$ cat config.mk
export PLATFORM = sky130hd
export DESIGN_NAME = mse_fifo
export DESIGN_NICKNAME = d
export VERILOG_FILES = /design/src/rtl/mse_pkg.sv /design/src/rtl/mse_fifo.sv
export SDC_FILE = /design/constraint.sdc
export NUM_CORES = 1
export LEC_CHECK = 0
export ABC_CLOCK_PERIOD_IN_PS = 4400
export BUFFER_PORTS_ARGS = -buffer_cell sky130_fd_sc_hd__clkbuf_2
export CAP_MARGIN = 20
export CORE_MARGIN = 2
export CORE_UTILIZATION = 50
export DETAILED_ROUTE_END_ITERATION = 10
export PLACE_DENSITY = 0.72
export SKIP_LAST_GASP = 1
export SLEW_MARGIN = 10
export SYNTH_ARGS = -nofsm -noshare
export SYNTH_HDL_FRONTEND = slang
export SYNTH_SLANG_ARGS = --single-unit
$ cat constraint.sdc
create_clock -name clk -period 4.4 [get_ports clk]
set_clock_uncertainty 0.05 [all_clocks]
set_input_delay 1.32 -clock clk [delete_from_list [all_inputs] [get_ports clk]]
set_output_delay 1.32 -clock clk [all_outputs]
set_load 0.005 [all_outputs]
$ cat src/rtl/mse_pkg.sv
`default_nettype none
// ----------------------------------------------------------------------------
// mse_pkg: shared types and constants of the merge sort engine
// Holds the queue item format between the front and back parts, the result
// format and the state encoding of the sort sequencer.
// ----------------------------------------------------------------------------
package mse_pkg;

	localparam int unsigned DATA_W  = 32;
	localparam int unsigned Q_DEPTH = 4;
	localparam int unsigned Q_AW    = 2;

	// one classified request, as the front part hands it to the back part
	typedef struct packed {
		logic signed [DATA_W-1:0] value;
		logic                     last;
		logic                     keep;   // fits in the store
		logic                     ovf;    // some request of this list was dropped
	} mse_item_t;

	typedef struct packed {
		logic signed [DATA_W-1:0] value;
		logic                     last;
		logic                     ovf;
	} mse_result_t;

	typedef enum logic [2:0] {
		B_LOAD,
		B_SETUP,
		B_RD,
		B_MRG,
		B_EMIT_RD,
		B_EMIT_OUT
	} mse_bstate_t;

endpackage
`default_nettype wire

$ cat src/rtl/mse_fifo.sv
`default_nettype none
// ----------------------------------------------------------------------------
// mse_fifo: short request queue
// Decouples intake from the sort sequencer so each side can stall alone.
// ----------------------------------------------------------------------------
module mse_fifo (
	input  wire logic                clk,
	input  wire logic                arst_n,
	input  wire logic                push,
	input  wire mse_pkg::mse_item_t  push_item,
	input  wire logic                pop,
	output mse_pkg::mse_item_t       pop_item,
	output logic                     full,
	output logic                     empty
);

	mse_pkg::mse_item_t            entry_q [mse_pkg::Q_DEPTH];
	logic [mse_pkg::Q_AW-1:0]      wr_ptr_q;
	logic [mse_pkg::Q_AW-1:0]      rd_ptr_q;
	logic [mse_pkg::Q_AW:0]        cnt_q;
	logic                          do_pop;

	assign full     = (cnt_q == (mse_pkg::Q_AW + 1)'(mse_pkg::Q_DEPTH));
	assign empty    = (cnt_q == '0);
	assign do_pop   = pop & ~empty;
	assign pop_item = entry_q[rd_ptr_q];

	always_ff @(posedge clk) begin
		if (push) begin
			entry_q[wr_ptr_q] <= push_item;
		end
	end

	always_ff @(posedge clk or negedge arst_n) begin
		if (!arst_n) begin
			wr_ptr_q <= '0;
			rd_ptr_q <= '0;
			cnt_q    <= '0;
		end else begin
			if (push) begin
				wr_ptr_q <= wr_ptr_q + 1'b1;
			end
			if (do_pop) begin
				rd_ptr_q <= rd_ptr_q + 1'b1;
			end
			case ({push, do_pop})
				2'b10:   cnt_q <= cnt_q + 1'b1;
				2'b01:   cnt_q <= cnt_q - 1'b1;
				default: cnt_q <= cnt_q;
			endcase
		end
	end

endmodule
`default_nettype wire

* Word level (Yosys, flattened, before mapping)
Memory sizes are Yosys's and may differ from the RTL's.
Index checks and enable logic that the tools add are counted.
** Operators by class
- $add $sub $neg :: 4
- Eq/ne operators :: 3
- Muxes and demuxes :: 3
- Bitwise gates (word level) :: 2
- Reduce and logical (&&, ||, !) cells :: 2
** Operator list (number)
- $pmux 3 s2 :: 1
- $add 2x1->2 const B :: 2
- $add 3x1->3 const B :: 1
- $eq 3x3->1 const B :: 1
- $logic_not 3->1 :: 1
- $sub 3x1->3 const B :: 1
- $eq 2x1->1 const B :: 1
- $eq 2x2->1 const B :: 1
- $mux 1 :: 2
- $reduce_bool 2->1 :: 1
- $and 1x1->1 :: 1
- $not 1->1 :: 1
** Storage, ports and cells
- Bits in registers :: 7
- RAM bits :: 140
- Input bits :: 39
- Logic and storage cells :: 18
- Memories :: 1
** Memory list
- entry_q :: depth 4, width 35, rd ports 1, clocked after memory_dff 0, wr ports 1, RTL line mse_fifo.sv:17 : mse_pkg::mse_item_t entry_q [mse_pkg::Q_DEPTH];

* Longest topological paths before layout
Gate-level depths: netlist of the first run.
- Depth after elaboration :: 5
- Mapped depth :: 7

* Worst setup path before layout of the first run
Ideal clock, no wire load.
- Path type :: input-to-reg
- Start point :: input push
- End point :: memory entry_q[1][0] in the netlist's numbering, enable pin
- Arrival :: 2182 ps
- Slack :: 1773 ps
- Stages :: 1
- Path through :: and2_1
** Between the ends
- Longest elaborated chain between the ends :: 2
** RTL lines
- start: declaration :: RTL line mse_fifo.sv:9 : input wire logic push,
- $mux 1 :: RTL line mse_fifo.sv:29 : if (push) begin
- $mux 1 (implied by the code) :: RTL line mse_fifo.sv:30 : entry_q[wr_ptr_q] <= push_item;
- end: declaration :: RTL line mse_fifo.sv:17
Every way passes these cells.

==> results of run 1 <==
cell usage after synthesis (all sizes together):
library cell / number
edfxtp: 140
nand2: 2
fa: 1
o21ai: 1
o31a: 1
mux2i: 1
and3: 1
mux4: 35
ha: 5
nor2: 1
dfrtp: 7
and2: 4
xnor2: 2
buf: 8
xor2: 4
nor3: 1
inv: 6
through the flow:
stage	setup slack [ns]	power (W)
6_report	0.708	0.00430
5_1_grt	0.534	0.00453
4_1_cts	0.641	0.00437
3_5_place_dp	1.20	0.00309
3_3_place_gp	1.23	0.00306
2_1_floorplan	1.77	0.00271
worst paths after layout:
path | from | endpoint | slack (ns)
worst max-delay path | rd_ptr_q[0]$_DFFE_PN0P_ | pop_item[1] | 0.71
worst min-delay path | cnt_q[2]$_DFFE_PN0P_ | cnt_q[2]$_DFFE_PN0P_ | 0.48
worst max register to register | wr_ptr_q[0]$_DFFE_PN0P_ | entry_q[0][17]$_DFFE_PP_ | 2.51
worst min register to register | cnt_q[2]$_DFFE_PN0P_ | cnt_q[2]$_DFFE_PN0P_ | 0.48
max in group asynchronous | arst_n | rd_ptr_q[0]$_DFFE_PN0P_ | 3.51
min in group asynchronous | arst_n | cnt_q[0]$_DFFE_PN0P_ | 0.59
flip-flops by register name, indices dropped and copies added (netlist names):
| register | count |
|---|---|
| wr_ptr_q | 2 |
| rd_ptr_q | 2 |
| entry_q | 140 |
| cnt_q | 3 |
where the power goes:
group / internal, W / switching, W / total (W)
registers: 0.00184 / 0.000193 / 0.00204
clock network: 0.000740 / 0.000538 / 0.00128
logic: 0.000546 / 0.000444 / 0.000990
cell families (layout without fill, tap and decap cells):
kind of cell             Yosys count  count (layout)  synth area share (%)
flip-flops                       147             147                  79.4
buffers and inverters             14             114                  2.06
multiplexers                      36              36                  15.0
AND/OR/NAND/NOR                    9               9                 0.862
AO/OA/AOI/OAI                      2               2                 0.250
XOR/XNOR                           6               6                 0.953
adder cells (fa/ha/maj)            6               6                  1.50
final cells by class:
type	instances	area [um2]	share of cell area (%)
Clock buffer	17	414	6.34
Clock inverter	15	119	1.82
Inverter	6	22.5	0.345
Multi-Input combinational cell	59	1030	15.7
Sequential cell	147	4380	67.1
Tap cell	140	175	2.68
Timing Repair Buffer	76	395	6.05
layer usage:
| layer | wire [um] | part of all wire (%) | up-vias | track usage (%) |
|---|---|---|---|---|
| met5 | 0 | 0 | - | 0 |
| met4 | 105 | 1.2 | 0 | 7.14 |
| met2 | 4720 | 52 | 52 | 27.4 |
| met3 | 407 | 4.5 | 12 | 5.14 |
| li1 | - | - | 1102 | - |
| met1 | 3840 | 42 | 1303 | 20.1 |
==> flow_metrics.env, run 1 <==
export IMPL_drive_above_1_share_pct=44.4
export IMPL_hp_class="register to register"
export IMPL_power_per_cell_area_nw_per_um2=659
export IMPL_drtAntennaViolNets=0
export IMPL_num_rows=38
export IMPL_min_path_cells=1
export IMPL_core_area_um2=10800
export IMPL_grt_pass1_vias=2639
export IMPL_ios=76
export IMPL_antenna_cells=0
export IMPL_fin_area_um2=6530
export IMPL_max_cap_violations=0
export IMPL_cts_tree="built"
export IMPL_seq_area_frac_synth_pct=79.4
export IMPL_fillers=778
export IMPL_outcome="finished, final reports clean"
export IMPL_grt_pass1_wl_um=13800
export IMPL_ir_drop_uv=318
export IMPL_crit_buf_inv=2
export IMPL_synth_distinct_cells=20
export IMPL_cp_start_kind="register"
export IMPL_crit_chain="buf_12 -> mux4_1 -> clkbuf_2"
export IMPL_postCtsHoldBufs=0
export IMPL_wl_per_cell_um=19.7
export IMPL_nets=352
export IMPL_syn_nets=265
export IMPL_hold_viol=0
export IMPL_critical_path_depth=3
export IMPL_tns_ns=0
export IMPL_grt_max_degree=37
export IMPL_dieHeight_um=109
export IMPL_worst_pin_slew_ns=0.976
export IMPL_post_route_drc_count=0
export IMPL_drt_wl_total_um=9070
export IMPL_period_minus_slack_ns=3.69
export IMPL_area_delta_synth_final_pct=18.5
export IMPL_place_area_um2=6000
export IMPL_fp_dieW_um=109
export IMPL_drt_initial_drc_count=94
export IMPL_clock_path_buffers=2
export IMPL_cpPeakStageDelay_ns=0.81
export IMPL_synthTopCellsByArea="edfxtp_1 (76%), mux4_2 (11%), mux4_1 (3.3%)"
export IMPL_grt_overflow=0
export IMPL_layoutNonFillerInstCount=460
export IMPL_final_common_cell="edfxtp_1"
export IMPL_r2r_worst_path_cells=3
export IMPL_cp_max_fo=20
export IMPL_cts_resized=0
export IMPL_synthCells=220
export IMPL_arrival_ns=2.32
export IMPL_insertion_delay_ns=0.51
export IMPL_rsz0062_at_grt="no"
export IMPL_relSlewSlack_pct=34.9
export IMPL_dp_final_hpwl_um=5180
export IMPL_fmax_mhz=271
export IMPL_finalMaxSlewViolations=0
export IMPL_gp_congestion=0.721
export IMPL_grt_usage_pct=16.5
export IMPL_die_area_um2=11900
export IMPL_num_vias=2469
export IMPL_ys_warn_count=0
export IMPL_dp_cells=428
export IMPL_root_buffer="clkbuf_8"
export IMPL_io_buffers=75
export IMPL_ys_ff_latch=147
export IMPL_finalCritPeriodShare_pct=83.9
export IMPL_cts_buffers=17
export IMPL_setup_violations=0
export IMPL_path_clk_slew_ns=0.06
export IMPL_synth_top_area_cell="edfxtp_1"
export IMPL_synth_top_cell_area_share_pct=76.2
export IMPL_initial_utilization_pct=51.1
export IMPL_post_cts_setup_buffer_count=0
export IMPL_post_synth_cell_area_avg_um2=25.1
export IMPL_antenna_found_initial=0
export IMPL_power_leakage_nw=2.32
export IMPL_critPathRequiredTime_ns=3.03
export IMPL_worst_hold_slack_ns=0.482
export IMPL_cts_max_level=4
export IMPL_drt_first_pass_iters=4
export IMPL_via_per_inst=5.37
export IMPL_crit_slowest_cell="dfrtp_2"
export IMPL_cp_end_kind="output port"
export IMPL_criticalPathCategory="register to output port"
export IMPL_layout_common_cells="edfxtp_1 (140), clkbuf_2 (75), mux4_2 (28), clkbuf_16 (16)"
export IMPL_syn_area_um2=5510
export IMPL_clock_sinks=147
export IMPL_cpLargestDelayFamily="flip-flops"
export IMPL_post_route_util_pct=60.5
(Power assumes the default switching activity.)
==> inputs of run 2 (changes only) <==
Settings changed: ABC_CLOCK_PERIOD_IN_PS 4400 to 3700.
Clock period 4.4 ns to 3.7 ns, I/O delays scaled along.
==> run 2 against run 1 <==
Effect of this change:
- cell count is 2.2% higher
- non-clock buffer count is 10 higher
- total power is 27% higher
- via count is 0.32% lower
==> flow_metrics.env, run 2 (synthesis results as in run 1) <==
export IMPL_top_register="entry_q"
export IMPL_r2r_slack_ns=1.79
export IMPL_post_route_drc_count=0
export IMPL_drive_above_1_share_pct=45.5
export IMPL_grt_pass1_wl_um=14200
export IMPL_setup_violations=0
export IMPL_num_vias=2461
export IMPL_largestRegisters="entry_q: 140 flops, cnt_q: 3 flops"
export IMPL_power_leakage_nw=2.43
export IMPL_final_common_cell="edfxtp_1"
export IMPL_period_minus_slack_ns=3.27
export IMPL_finalMaxSlewViolations=0
export IMPL_drt_first_pass_iters=4
export IMPL_grt_busiest_layer="met2"
export IMPL_drt_wl_total_um=9110
export IMPL_clock_sinks=147
export IMPL_cp_max_fo=14
export IMPL_postCtsHoldBufs=0
export IMPL_antenna_cells=0
export IMPL_cts_max_level=4
export IMPL_initial_utilization_pct=51.1
export IMPL_layout_common_cells="edfxtp_1 (140), clkbuf_2 (75), mux4_2 (28), clkbuf_16 (16), buf_4 (10)"
export IMPL_ir_drop_uv=388
export IMPL_drt_initial_drc_count=93
export IMPL_num_rows=38
export IMPL_wl_per_cell_um=19.4
export IMPL_path_clk_slew_ns=0.06
export IMPL_cts_tree="built"
export IMPL_dp_cells=438
export IMPL_grt_use_met1_pct=21.5
export IMPL_core_area_um2=10800
export IMPL_insertion_delay_ns=0.51
export IMPL_rsz0062_at_grt="no"
export IMPL_rr_endpoint="entry_q[2][8]$_DFFE_PP_"
export IMPL_critPathRequiredTime_ns=2.54
export IMPL_hold_viol=0
export IMPL_grt_overflow=0
export IMPL_crit_buf_inv=2
export IMPL_cpLargestDelayFamily="flip-flops"
export IMPL_cts_buffers=17
export IMPL_dieHeight_um=109
export IMPL_ios=76
export IMPL_largest_reg_flops=140
export IMPL_fp_dieW_um=109
export IMPL_worstSetupStartpoint="rd_ptr_q[0]$_DFFE_PN0P_"
export IMPL_worst_pin_slew_ns=0.907
export IMPL_hp_class="input port to asynchronous set/reset pin"
export IMPL_critical_path_depth=3
export IMPL_grtUsageMet3_pct=5.68
export IMPL_dp_final_hpwl_um=5740
export IMPL_root_buffer="clkbuf_8"
export IMPL_fmax_mhz=306
export IMPL_r2r_worst_path_cells=4
export IMPL_r2r_start="wr_ptr_q[0]$_DFFE_PN0P_"
export IMPL_crit_slowest_cell="dfrtp_2"
export IMPL_endpoint="pop_item[24]"
export IMPL_io_buffers=75
export IMPL_tns_ns=0
export IMPL_cpPeakStageDelay_ns=0.66
export IMPL_cts_resized=0
export IMPL_grt_max_degree=37
export IMPL_crit_chain="buf_4 -> mux4_2 -> clkbuf_2"
export IMPL_clock_path_buffers=2
export IMPL_power_per_cell_area_nw_per_um2=811
export IMPL_cp_end_kind="output port"
export IMPL_die_area_um2=11900
export IMPL_via_per_inst=5.24
export IMPL_gp_congestion=0.687
export IMPL_grt_pass1_vias=2651
export IMPL_area_delta_synth_final_pct=21.8
export IMPL_layoutNonFillerInstCount=470
export IMPL_grt_usage_pct=17.2
export IMPL_finalCritPeriodShare_pct=88.4
export IMPL_arrival_ns=2.11
export IMPL_max_cap_violations=0
export IMPL_drtAntennaViolNets=0
export IMPL_nets=362
export IMPL_outcome="finished, final reports clean"
export IMPL_cp_start_kind="register"
export IMPL_grtUsageMet2_pct=27.3
export IMPL_relSlewSlack_pct=39.6
export IMPL_p_total_w=0.00545
export IMPL_criticalPathCategory="register to output port"
export IMPL_post_cts_setup_buffer_count=0
export IMPL_antenna_found_initial=0
## run 2: worst min-delay path by stage
stage	startpoint	to	slack [ns]	cells after the start
after global placement	cnt_q[2]$_DFFE_PN0P_	cnt_q[2]$_DFFE_PN0P_	0.46	1
after CTS	arst_n	cnt_q[2]$_DFFE_PN0P_	0.35	1
after detailed placement	cnt_q[2]$_DFFE_PN0P_	cnt_q[2]$_DFFE_PN0P_	0.47	1
final	arst_n	cnt_q[2]$_DFFE_PN0P_	0.37	1
after global routing	arst_n	cnt_q[0]$_DFFE_PN0P_	0.35	1
after floorplan	cnt_q[2]$_DFFE_PN0P_	cnt_q[2]$_DFFE_PN0P_	0.43	1
## run 2: where the power goes
group / total, W / switching [W] / internal, W
combinational: 0.00125 / 0.000562 / 0.000692
clock: 0.00179 / 0.000610 / 0.00118
sequential: 0.00240 / 0.000211 / 0.00218
## run 2: final cells by class
class | instances | area [um2]
repair buffers | 86 | 470
inverters | 6 | 22.5
clock inverters | 8 | 148
well taps | 140 | 175
clock buffers | 24 | 490
flip-flops and latches | 147 | 4380
multi-input cells | 59 | 1030
fillers | 744 | 4080
## run 2: worst reg2reg max path, cell delays in order, from the launching register on
cell	delay, ns
dfrtp_1	0.43
inv_1	0.10
ha_1	0.14
and2_2	0.52
buf_4	0.35
## run 2: through the flow
stage	instance area, um2	hold WS (ns)	utilization (%)	setup slack [ns]
2_1_floorplan	5510	0.428	-	1.28
3_3_place_gp	6080	0.460	56.3	0.932
3_5_place_dp	6080	0.472	56.3	0.905
4_1_cts	6710	0.354	62.2	0.345
5_1_grt	6710	0.348	62.2	0.299
6_report	6710	0.370	62.2	0.431
## run 2: routing by layer
metal  share of wire, %  wire length (um)
met1                 43              3950
met2                 51              4640
met3                4.4               401
met4                1.4               126
met5                  0                 0
