$ cat src/rtl/mse_pkg.sv
`default_nettype none
// ----------------------------------------------------------------------------
// mse_pkg: shared types and constants of the merge sort engine
// Holds the queue item format between the front and back parts, the result
// format and the state encoding of the sort sequencer.
// ----------------------------------------------------------------------------
package mse_pkg;

	localparam int unsigned DATA_W  = 32;
	localparam int unsigned Q_DEPTH = 4;
	localparam int unsigned Q_AW    = 2;

	// one classified request, as the front part hands it to the back part
	typedef struct packed {
		logic signed [DATA_W-1:0] value;
		logic                     last;
		logic                     keep;   // fits in the store
		logic                     ovf;    // some request of this list was dropped
	} mse_item_t;

	typedef struct packed {
		logic signed [DATA_W-1:0] value;
		logic                     last;
		logic                     ovf;
	} mse_result_t;

	typedef enum logic [2:0] {
		B_LOAD,
		B_SETUP,
		B_RD,
		B_MRG,
		B_EMIT_RD,
		B_EMIT_OUT
	} mse_bstate_t;

endpackage
`default_nettype wire

$ cat src/rtl/mse_front.sv
`default_nettype none
// ----------------------------------------------------------------------------
// mse_front: request intake and classification
// Counts the requests of the current list, marks each as kept or dropped and
// tracks the overflow flag of the list.
// ----------------------------------------------------------------------------
module mse_front #(
	parameter int unsigned DEPTH = 64
) (
	input  wire logic                                   clk,
	input  wire logic                                   arst_n,
	input  wire logic                                   in_valid,
	input  wire logic signed [mse_pkg::DATA_W-1:0]      in_value,
	input  wire logic                                   in_last,
	input  wire logic                                   q_full,
	output logic                                        in_ready,
	output logic                                        push,
	output mse_pkg::mse_item_t                          push_item
);

	localparam int unsigned CW = $clog2(DEPTH + 1);

	logic [CW-1:0] cnt_q;
	logic          drop_q;
	logic          keep;

	assign in_ready = ~q_full;
	assign push     = in_valid & in_ready;
	assign keep     = (cnt_q < CW'(DEPTH));

	always_comb begin
		push_item.value = in_value;
		push_item.last  = in_last;
		push_item.keep  = keep;
		push_item.ovf   = drop_q | ~keep;
	end

	always_ff @(posedge clk or negedge arst_n) begin
		if (!arst_n) begin
			cnt_q  <= '0;
			drop_q <= 1'b0;
		end else if (push) begin
			if (in_last) begin
				cnt_q  <= '0;
				drop_q <= 1'b0;
			end else begin
				if (keep) begin
					cnt_q <= cnt_q + 1'b1;
				end
				drop_q <= drop_q | ~keep;
			end
		end
	end

endmodule
`default_nettype wire

$ cat config.mk
export PLATFORM = sky130hd
export DESIGN_NAME = mse_front
export DESIGN_NICKNAME = d
export VERILOG_FILES = /design/src/rtl/mse_pkg.sv /design/src/rtl/mse_front.sv
export SDC_FILE = /design/constraint.sdc
export NUM_CORES = 1
export LEC_CHECK = 0
export BUFFER_PORTS_ARGS = -buffer_cell sky130_fd_sc_hd__buf_2
export CAP_MARGIN = 20
export CORE_ASPECT_RATIO = 1.5
export CORE_MARGIN = 8
export CORE_UTILIZATION = 34
export DETAILED_ROUTE_END_ITERATION = 12
export PLACE_DENSITY = 0.79
export RECOVER_POWER = 50
export SLEW_MARGIN = 30
export SYNTH_ARGS = -nofsm -noshare
export SYNTH_HDL_FRONTEND = slang
export SYNTH_SLANG_ARGS = --single-unit
$ cat constraint.sdc
create_clock -name clk -period 2.4 [get_ports clk]
set_input_delay 0.48 -clock clk [delete_from_list [all_inputs] [get_ports clk]]
set_output_delay 0.48 -clock clk [all_outputs]
set_load 0.02 [all_outputs]
# Word-level counts from Yosys, hierarchy flattened
# Index checks and enable logic that the tools add are counted.
# word_totals
register_bits	8
latch_bits	0
mem_bits_rw	0
rom_bits	0
inputBits	37
elab_cells	13
memories	0
# op_classes
addsub	1
n_mul	0
n_div	0
order_cmp	1
n_eq_ne	0
n_shift	0
mux	3
bitwise	4
reduce_logical	2
# op_table
op	n
7-bit two-way mux	2
7-bit by 1-bit adder with 7-bit output, second input constant	1
7-bit < comparator, second input constant	1
1-bit inverter	2
2-bit AND reduction	1
2-bit nonzero test	1
1-bit AND	1
1-bit two-way mux	1
1-bit bitwise OR	1

# Depth between registers and ports, before layout
# Gate-level depths: netlist of the first run.
# depth
depth_word	4
ltp_mapped	4
mapped_depth_nobuf	4

# Least setup slack after synthesis of the first run
# No wires, ideal clock.
# synth_path
path_kind	input-to-output
startpoint	in q_full
endpoint	out push
t_arrival_ns	1.039
t_required_ns	1.920
path_slack_ns	0.881
stages	3
path_buffers	1
cell_sequence	nand2b_1 clkbuf_1 inv_1
# synth_via
elab_chain_len	2
# synth_rtl
element	line_no	source
start, declared	mse_front.sv:15	input wire logic q_full,
1-bit inverter	mse_front.sv:27	assign in_ready = ~q_full;
1-bit AND	mse_front.sv:28	assign push = in_valid & in_ready;
end, declared	mse_front.sv:17	output logic push,
# Every way passes these cells.

# Worst setup path in the final report of the first run
# Same ends and word-level chain as after synthesis.

==> impl_metrics.env, run 1 <==
export IMPL_peakVddDrop_uv=216.0
export IMPL_maxCapViolCount=0
export IMPL_seq_area_frac_synth_pct=28.73
export IMPL_synth_main_ff_cell="dfrtp_1"
export IMPL_vias=403
export IMPL_rows=20
export IMPL_finalCritPeriodShare_pct=69.67
export IMPL_cts_buffer_depth=2
export IMPL_fp_dieW_um=52.97
export IMPL_fin_crit_ps=1672
export IMPL_async_reset_ff_share_pct=100.0
export IMPL_synth_distinct_cells=23
export IMPL_grt_max_degree=16
export IMPL_routedWlPerCell_um=13.42
export IMPL_power_density_nw_per_um2=571.7
export IMPL_cts_max_level=1
export IMPL_yosys_area_top_type="buf_4"
export IMPL_ys_warn_count=0
export IMPL_worstPathMaxFanout=15
export IMPL_worst_pin_slew_ps=516.1
export IMPL_worstPathRequired_ps=1920
export IMPL_drc=0
export IMPL_end_kind="primary output"
export IMPL_setup_violations=0
export IMPL_io_buffers=9
export IMPL_synthCells=82
export IMPL_layout_cells_non_filler=79
export IMPL_status="finished, final reports clean"
export IMPL_synth_area_leaders="buf_4, dfrtp_1, or4_1"
export IMPL_drt_wl_total_um=1060
export IMPL_syn_nets=120
export IMPL_num_antenna_cells=0
export IMPL_first_pass_iters=3
export IMPL_start_util_pct=35.25
export IMPL_synth_common_cells="buf_4, dfrtp_1, inv_1"
export IMPL_skew_ps=1.364
export IMPL_rsz0062_at_grt="false"
export IMPL_critPathLaunchType="input port"
export IMPL_ios=74
export IMPL_multi_input_area_um2=203.9
export IMPL_syn2layout_area_growth_pct=-25.85
export IMPL_nNetsFinal=97
export IMPL_post_dp_hpwl_um=811.2
export IMPL_p_leak_nw=0.2434
export IMPL_critical_path_arrival_ps=1190
export IMPL_slew_headroom_pct=65.52
export IMPL_reg2regPathDepth=3
export IMPL_numCtsBuffers=3
export IMPL_dp_cells=76
export IMPL_ff_latch_area_um2=200.2
export IMPL_cts_setup_buffers=0
export IMPL_syn_area_um2=696.9
export IMPL_ys_ff_latch=8
export IMPL_clock_latency_ps=260
export IMPL_netlist_area_leader_share_pct=36.62
export IMPL_viasPerCell=5.101
export IMPL_antenna_found_initial=0
export IMPL_synth_enable_flop_cells=0
export IMPL_detail_route_antenna_nets=0
export IMPL_finalHoldViolations=0
export IMPL_grt_pass1_vias=420
export IMPL_cts_repair_resize_count=0
export IMPL_drt_iter0_drc=4
export IMPL_num_fill_cells=228
export IMPL_fmaxAchievable_mhz=598.1
export IMPL_holdBufCountCts=0
export IMPL_synth_most_common_cell="buf_4"
export IMPL_die_h_um=71.45
export IMPL_grt_pass1_wl_um=1738
export IMPL_die_area_um2=3784
export IMPL_slew_violations=0
export IMPL_worstSetupPathType="in2out"
export IMPL_hold_path_class="in2async"
export IMPL_finalSetupTns_ps=0
export IMPL_grt_ovfl_total=0
export IMPL_cts_tree="yes"
export IMPL_gp_congestion=0.7416
export IMPL_syn_area_per_cell_um2=8.499
export IMPL_clkSinkCount=8
export IMPL_drive_above_1_share_pct=22.81
export IMPL_fp_coreArea_um2=1977
export IMPL_clkTransAtPathRegs_ps=50
export IMPL_grtUsageTotal_pct=6.039
export IMPL_root_buffer="clkbuf_4"
## kinds of logic (layout without fill, tap and decap cells)
kind of cell	Yosys count	count (layout)	share of synthesized area [%]
mux	1	1	1.616
flops	8	8	28.73
compound gates	11	11	9.875
buf+inv	42	17	42.01
fa+ha+maj	1	1	1.795
simple gates	19	19	15.98
## placed cells by master, fill, tap and decap left out, drive strengths merged
cell    netlist  layout
a21oi         4       4
and2          1       1
and3b         1       1
buf          35       8
clkbuf        2       4
dfrtp         8       8
ha            1       1
inv           5       5
mux2          1       1
nand2         3       3
nand2b        1       1
nand3         2       2
nor2          2       2
nor2b         2       2
nor4          1       1
o21a          1       1
o21ai         2       2
o31ai         3       3
o41ai         1       1
or2           1       1
or3           1       1
or4           4       4
## state kept, by name (all words and copies together) (netlist names)
| name | flops |
|---|---|
| cnt_q | 7 |
| drop_q | 1 |
## layer usage
metal,part of all wire (%),GRT usage [%]
met3,10,2.277
met2,47,8.901
met1,36,5.060
met4,6.9,8.382
met5,0,0
## layout make-up
type                            instances  area share [%]
Tap cell                               22           5.327
Clock buffer                            3           4.358
Timing Repair Buffer                    9           8.475
Inverter                                5           3.632
Multi-Input combinational cell         32           39.47
Sequential cell                         8           38.74
## per-stage QoR
step	hold WS [ps]	power [mW]	cell area, um^2	util (%)	worst slack [ps]
after detailed placement	335.8	0.1944	495.5	25.06	598.2
after global routing	169.6	0.3150	516.7	26.14	641.5
after floorplan	184.4	0.2588	696.9	-	880.9
after global placement	335.8	0.1930	495.5	25.06	664.0
after CTS	55.00	0.3031	518.0	26.20	726.8
final	138.8	0.2954	516.7	26.14	728.0
## power by group
part           switching [mW]  total [mW]  internal, mW
sequential            0.00867       0.154         0.145
clock                  0.0470       0.104        0.0573
combinational          0.0228      0.0375        0.0147
total                  0.0785       0.295         0.217
## final timing paths
check                           end  slack (ps)     start
max                            push         730    q_full
min                        cnt_q[6]         140    arst_n
max reg2reg                cnt_q[5]         940  cnt_q[6]
min reg2reg                cnt_q[1]         540  cnt_q[6]
max in group asynchronous  cnt_q[4]        1950    arst_n
min in group clk           cnt_q[1]         500   in_last
## critical path: stages
cell	delay [ps]
buf_2	110
nand2b_1	320
inv_1	110
buf_2	170
No activity file was read; power rests on OpenSTA's default activity.
==> run 2, diff against run 1 <==
==> constraint.sdc (replaced) <==
create_clock -name clk -period 1.65 [get_ports clk]
set_input_delay 0.33 -clock clk [delete_from_list [all_inputs] [get_ports clk]]
set_output_delay 0.33 -clock clk [all_outputs]
set_load 0.02 [all_outputs]
==> run 2 against run 1 <==
Against the previous run: sequential cell count unchanged; die area unchanged; sequential share of layout area is 1.4 points lower; clock-buffer cell count is the same; non-clock buffer count up 2; first-iteration DRC count grew to 4.0 times the previous value; wire length up 4.2%; critical path depth is 2 lower; critical path type is now reg2out; register-to-register slack worse by 720 ps; sequential power is 45% higher; worst setup slack worse by 560 ps; core utilization up 0.95 points.
==> impl_metrics.env, run 2 (synthesis gave the netlist of run 1 again) <==
export IMPL_whs_endpoint="cnt_q[1]"
export IMPL_fin_crit_ps=1486
export IMPL_gr_usage_met3_pct=1.863
export IMPL_cts_repair_resize_count=0
export IMPL_cts_tree="yes"
export IMPL_clkPwrFrac_pct=35.2
export IMPL_start_util_pct=35.25
export IMPL_r2r_start="cnt_q[6]"
export IMPL_r2r_end="cnt_q[5]"
export IMPL_gr_usage_met2_pct=8.115
export IMPL_cp_cell_sequence="or2_2, buf_2"
export IMPL_rsz0062_at_grt="false"
export IMPL_drive_above_1_share_pct=25.42
export IMPL_setup_violations=0
export IMPL_worstPathRequired_ps=1320
export IMPL_finalCritPeriodShare_pct=90.06
export IMPL_status="finished, final reports clean"
export IMPL_worstSetupPathType="reg2out"
export IMPL_skew_ps=1.436
export IMPL_cts_buffer_depth=2
export IMPL_antenna_found_initial=0
export IMPL_met1_usage_pct=5.282
export IMPL_slew_violations=0
export IMPL_power_density_nw_per_um2=818.3
export IMPL_slew_headroom_pct=65.52
export IMPL_detail_route_antenna_nets=0
export IMPL_grtUsageTotal_pct=6.152
export IMPL_power_total_mw=0.4382
export IMPL_p_int_mw=0.3199
export IMPL_hold_path_class="in2reg"
export IMPL_peakVddDrop_uv=260.6
export IMPL_swShare_pct=26.99
export IMPL_final_cell_mix="buf_2, dfrtp_1, inv_1, a21oi_1, or4_1"
export IMPL_clkTransAtPathRegs_ps=60
export IMPL_routedWlPerCell_um=13.64
export IMPL_vias=411
export IMPL_numCtsBuffers=3
export IMPL_hold_depth=2
export IMPL_finalHoldViolations=0
export IMPL_cp_depth=2
export IMPL_cp_top_family="flip-flops"
export IMPL_worstPathMaxFanout=5
export IMPL_layout_commonest_cell="buf_2"
export IMPL_drt_wl_total_um=1105
export IMPL_gp_congestion=0.8309
export IMPL_finalSetupTns_ps=0
export IMPL_drt_iter0_drc=16
export IMPL_p_switching_mw=0.1183
export IMPL_grt_max_degree=10
export IMPL_first_pass_iters=2
export IMPL_viasPerCell=5.074
export IMPL_fmaxAchievable_mhz=672.9
export IMPL_slowest_delay_ps=420
export IMPL_die_area_um2=3784
export IMPL_p_leak_nw=0.2548
export IMPL_num_antenna_cells=0
export IMPL_clkSinkCount=8
export IMPL_nNetsFinal=99
export IMPL_grt_ovfl_total=0
export IMPL_seq_power_share_pct=50.9
export IMPL_reg2reg_slack_ps=220
export IMPL_fp_dieW_um=52.97
export IMPL_crit_path_top_delay_cell="dfrtp_1"
export IMPL_reg_largest_list="cnt_q x7, drop_q x1"
export IMPL_root_buffer="clkbuf_4"
export IMPL_comb_power_share_pct=13.9
export IMPL_critPathBufInv=1
export IMPL_die_h_um=71.45
export IMPL_maxCapViolCount=0
export IMPL_critPathLaunchType="flop"
export IMPL_num_fill_cells=205
export IMPL_cts_max_level=1
export IMPL_ios=74
export IMPL_drc=0
export IMPL_largest_reg_flops=7
export IMPL_critical_path_arrival_ps=1160
export IMPL_top_usage_layer="met4"
export IMPL_clock_latency_ps=260
export IMPL_syn2layout_area_growth_pct=-23.16
export IMPL_fp_coreArea_um2=1977
export IMPL_worst_pin_slew_ps=516.1
export IMPL_worstHoldStart="in_last"
export IMPL_end_kind="primary output"
export IMPL_top_register="cnt_q"
export IMPL_reg2regPathDepth=3
export IMPL_grt_pass1_vias=433
export IMPL_rows=20
export IMPL_io_buffers=9
export IMPL_post_dp_hpwl_um=805.1
export IMPL_grt_pass1_wl_um=1773
[run 2: how the worst max path moves through the flow]
stage	startpoint	endpoint	slack (ps)
floorplan	cnt_q[6]	cnt_q[5]	280
global placement	q_full	cnt_q[5]	220
detailed placement	q_full	cnt_q[5]	190
CTS	cnt_q[6]	push_item[0]	150
global route	cnt_q[6]	push_item[0]	130
finish	cnt_q[6]	push_item[0]	160
[run 2: final cells by class]
type                            count  area (um^2)  area share [%]
Inverter                            5        18.77           3.505
Timing Repair Buffer               11        62.56           11.68
Tap cell                           22        27.53           5.140
Clock buffer                        3        22.52           4.206
Multi-Input combinational cell     32        203.9           38.08
Sequential cell                     8        200.2           37.38
[run 2: metal layers]
metal / part of all wire [%] / vias to the layer above
li1: - / 191
met1: 36 / 184
met2: 43 / 16
met3: 11 / 20
met4: 9.6 / 0
met5: 0 / -
[run 2: power groups by stage]
stage	Clock, mW	Sequential (mW)	Combinational, mW
3_3_place_gp	0	0.226	0.0558
3_5_place_dp	0	0.227	0.0600
5_1_grt	0.166	0.225	0.0686
6_report	0.154	0.223	0.0610
2_1_floorplan	0	0.224	0.153
4_1_cts	0.163	0.223	0.0622
[run 2: timing repair]
| item | 4_1_cts | 5_1_grt |
|---|---|---|
| hold buffers | 1 | 0 |
| hold endpoints to repair | 8 | 0 |
| buffers inserted | 0 | 0 |
[run 2: through the flow]
stage | std cells | setup slack, ps | hold WS, ps | area [um^2] | util, %
after floorplan | 82 | 276.9 | 34.41 | 696.9 | -
after global placement | 77 | 219.6 | 182.6 | 503.0 | 25.44
after detailed placement | 77 | 188.4 | 186.1 | 503.0 | 25.44
after CTS | 81 | 146.5 | 326.4 | 535.5 | 27.09
after global routing | 81 | 134.5 | 336.3 | 535.5 | 27.09
final | 81 | 164.0 | 343.5 | 535.5 | 27.09
==> run 3, diff against run 2 <==
--- a/config.mk
+++ b/config.mk
@@ -5,13 +5,14 @@
 export SDC_FILE = /design/constraint.sdc
 export NUM_CORES = 1
 export LEC_CHECK = 0
+export ABC_AREA = 1
 export BUFFER_PORTS_ARGS = -buffer_cell sky130_fd_sc_hd__buf_2
 export CAP_MARGIN = 20
 export CORE_ASPECT_RATIO = 1.5
 export CORE_MARGIN = 8
 export CORE_UTILIZATION = 34
 export DETAILED_ROUTE_END_ITERATION = 12
-export PLACE_DENSITY = 0.79
+export PLACE_DENSITY = 0.78
 export RECOVER_POWER = 50
 export SLEW_MARGIN = 30
 export SYNTH_ARGS = -nofsm -noshare
==> run 3 against run 2 <==
Against the previous run: core utilization rose by 0.60 points; sequential cell count unchanged; highest routed layer unchanged; critical endpoint unchanged; clock skew increased by 1.2 ps; largest power group unchanged; design area increased by 3.5%; register-to-register slack improved by 140 ps; largest cell class unchanged; critical path type unchanged.
==> impl_metrics.env, run 3 <==
export IMPL_status="finished, final reports clean"
export IMPL_finalHoldViolations=0
export IMPL_synth_main_ff_cell="dfrtp_1"
export IMPL_ys_warn_count=0
export IMPL_start_util_pct=35.25
export IMPL_power_total_mw=0.4519
export IMPL_critPathLaunchType="flop"
export IMPL_finalCritPeriodShare_pct=81.22
export IMPL_worstPathMaxFanout=3
export IMPL_routedWlPerCell_um=12.41
export IMPL_drive_above_1_share_pct=26.39
export IMPL_drt_iter0_drc=8
export IMPL_numCtsBuffers=3
export IMPL_fin_crit_ps=1340
export IMPL_synthCells=93
export IMPL_fp_dieW_um=53.20
export IMPL_num_fill_cells=232
export IMPL_critPathBufInv=2
export IMPL_grt_pass1_vias=483
export IMPL_layout_commonest_cell="nand2_1"
export IMPL_synth_common_cells="buf_4, nand2_1, dfrtp_1"
export IMPL_slew_headroom_pct=69.51
export IMPL_timing_hold_ws_ps=417.6
export IMPL_fmaxAchievable_mhz=746.2
export IMPL_top_register="cnt_q"
export IMPL_die_h_um=71.80
export IMPL_worstSetupPathType="reg2out"
export IMPL_gp_congestion=0.7505
export IMPL_synth_area_leaders="buf_4, dfrtp_1, nand2_1"
export IMPL_finalSetupTns_ps=0
export IMPL_slew_violations=0
export IMPL_crit_path_top_delay_cell="dfrtp_1"
export IMPL_netlist_area_leader_share_pct=36.17
export IMPL_fin_util_pct=27.69
export IMPL_ios=74
export IMPL_synth_most_common_cell="buf_4"
export IMPL_worstPathRequired_ps=1320
export IMPL_ys_ff_latch=8
export IMPL_async_reset_ff_share_pct=100.0
export IMPL_skew_ps=2.677
export IMPL_die_area_um2=3819
export IMPL_io_buffers=9
export IMPL_slowest_delay_ps=410
export IMPL_antenna_found_initial=0
export IMPL_cp_cell_sequence="nor2_1, inv_1, buf_2"
export IMPL_drt_wl_total_um=1167
export IMPL_maxCapViolCount=0
export IMPL_yosys_area_top_type="buf_4"
export IMPL_cp_top_family="flip-flops"
export IMPL_nNetsFinal=112
export IMPL_power_density_nw_per_um2=815.2
export IMPL_end_kind="primary output"
export IMPL_fp_coreArea_um2=2002
export IMPL_cts_tree="yes"
export IMPL_reg_largest_list="cnt_q x7, drop_q x1"
export IMPL_syn_area_um2=705.7
export IMPL_viasPerCell=4.862
export IMPL_largest_reg_flops=7
export IMPL_root_buffer="clkbuf_4"
export IMPL_vias=457
export IMPL_hold_path_class="in2reg"
export IMPL_grt_pass1_wl_um=2007
export IMPL_syn_area_per_cell_um2=7.588
export IMPL_syn_nets=131
export IMPL_synth_enable_flop_cells=0
export IMPL_cts_max_level=1
export IMPL_p_leak_nw=0.2718
export IMPL_drc=0
export IMPL_cts_buffer_depth=2
export IMPL_clock_latency_ps=250
export IMPL_worst_pin_slew_ps=457.4
export IMPL_grtUsageTotal_pct=6.897
export IMPL_num_antenna_cells=0
export IMPL_seq_area_frac_synth_pct=28.37
export IMPL_clkSinkCount=8
export IMPL_final_cell_area_um2=554.3
export IMPL_peakVddDrop_uv=224.2
export IMPL_post_dp_hpwl_um=952.4
export IMPL_final_cell_mix="nand2_1, dfrtp_1, buf_2, inv_1, nor2_1"
export IMPL_clkTransAtPathRegs_ps=50
export IMPL_grt_ovfl_total=0
export IMPL_placed_area_um2=523.0
export IMPL_setup_violations=0
export IMPL_critical_path_arrival_ps=1010
export IMPL_synth_distinct_cells=18
export IMPL_syn2layout_area_growth_pct=-21.45
export IMPL_rows=20
export IMPL_detail_route_antenna_nets=0
export IMPL_rsz0062_at_grt="false"
export IMPL_grt_max_degree=9
export IMPL_first_pass_iters=4
run 3: changes by cell type in the layout (fill, tap and decap cells not counted), moves of 3 or more:
cell,delta
nand4_1,+3
nand2_1,+15
nor2_1,+4
or4_1,-4
o31ai_1,-3
run 3: where the power goes:
part           internal, mW  switching, mW  leakage, nW
clock network        0.0832         0.0665       0.0138
logic                0.0263         0.0423        0.149
registers             0.213         0.0205        0.109
run 3: stage by stage:
stage / instances / setup WS [ps]
2_1_floorplan: 93 / 427.3
3_3_place_gp: 90 / 405.7
3_5_place_dp: 90 / 367.8
4_1_cts: 94 / 289.3
5_1_grt: 94 / 230.4
6_report: 94 / 309.8
run 3: area by class of cell:
type / count / area, um^2 / share of cell area [%]
Clock buffer: 3 / 22.52 / 4.063
Inverter: 9 / 33.78 / 6.095
Multi-Input combinational cell: 42 / 216.5 / 39.05
Sequential cell: 8 / 200.2 / 36.12
Tap cell: 22 / 27.53 / 4.966
Timing Repair Buffer: 10 / 53.80 / 9.707
run 3: cell families after synthesis:
logic type,synth area share [%]
simple gates,21.81
flops,28.37
fa+ha+maj,1.773
buf+inv,40.96
compound gates,7.092
run 3: routing by layer:
layer,part of all wire [%],vias up,GRT usage [%],wire length [um]
met5,0,-,0,0
met4,3.0,0,5.634,35
met3,18,8,4.762,211
met2,47,29,10.99,545
met1,32,206,5.415,375
li1,-,214,-,-
run 3: final timing paths:
path                       depth (start not counted)  startpoint      endpoint  slack, ps
max                                                3    cnt_q[6]  push_item[0]        310
min reg2reg                                        2    cnt_q[5]      cnt_q[5]        550
max in group asynchronous                          2      arst_n      cnt_q[1]        810
min in group asynchronous                          2      arst_n      cnt_q[4]        530
max reg2reg                                        6    cnt_q[0]      cnt_q[4]        360
min                                                4      q_full      cnt_q[6]        420
run 3: what timing repair did:
item	in CTS	in global routing
buffers inserted	0	0
endpoints found under the hold margin	8	0
hold buffers	1	0
gates resized for setup	0	0
run 3: worst register-to-register path: cells and delay by family, from the launching register on:
| family | cells | cell delay (ps) |
|---|---|---|
| adder cells (fa/ha/maj) | 1 | 240 |
| flip-flops | 1 | 430 |
| AND/OR/NAND/NOR | 5 | 530 |
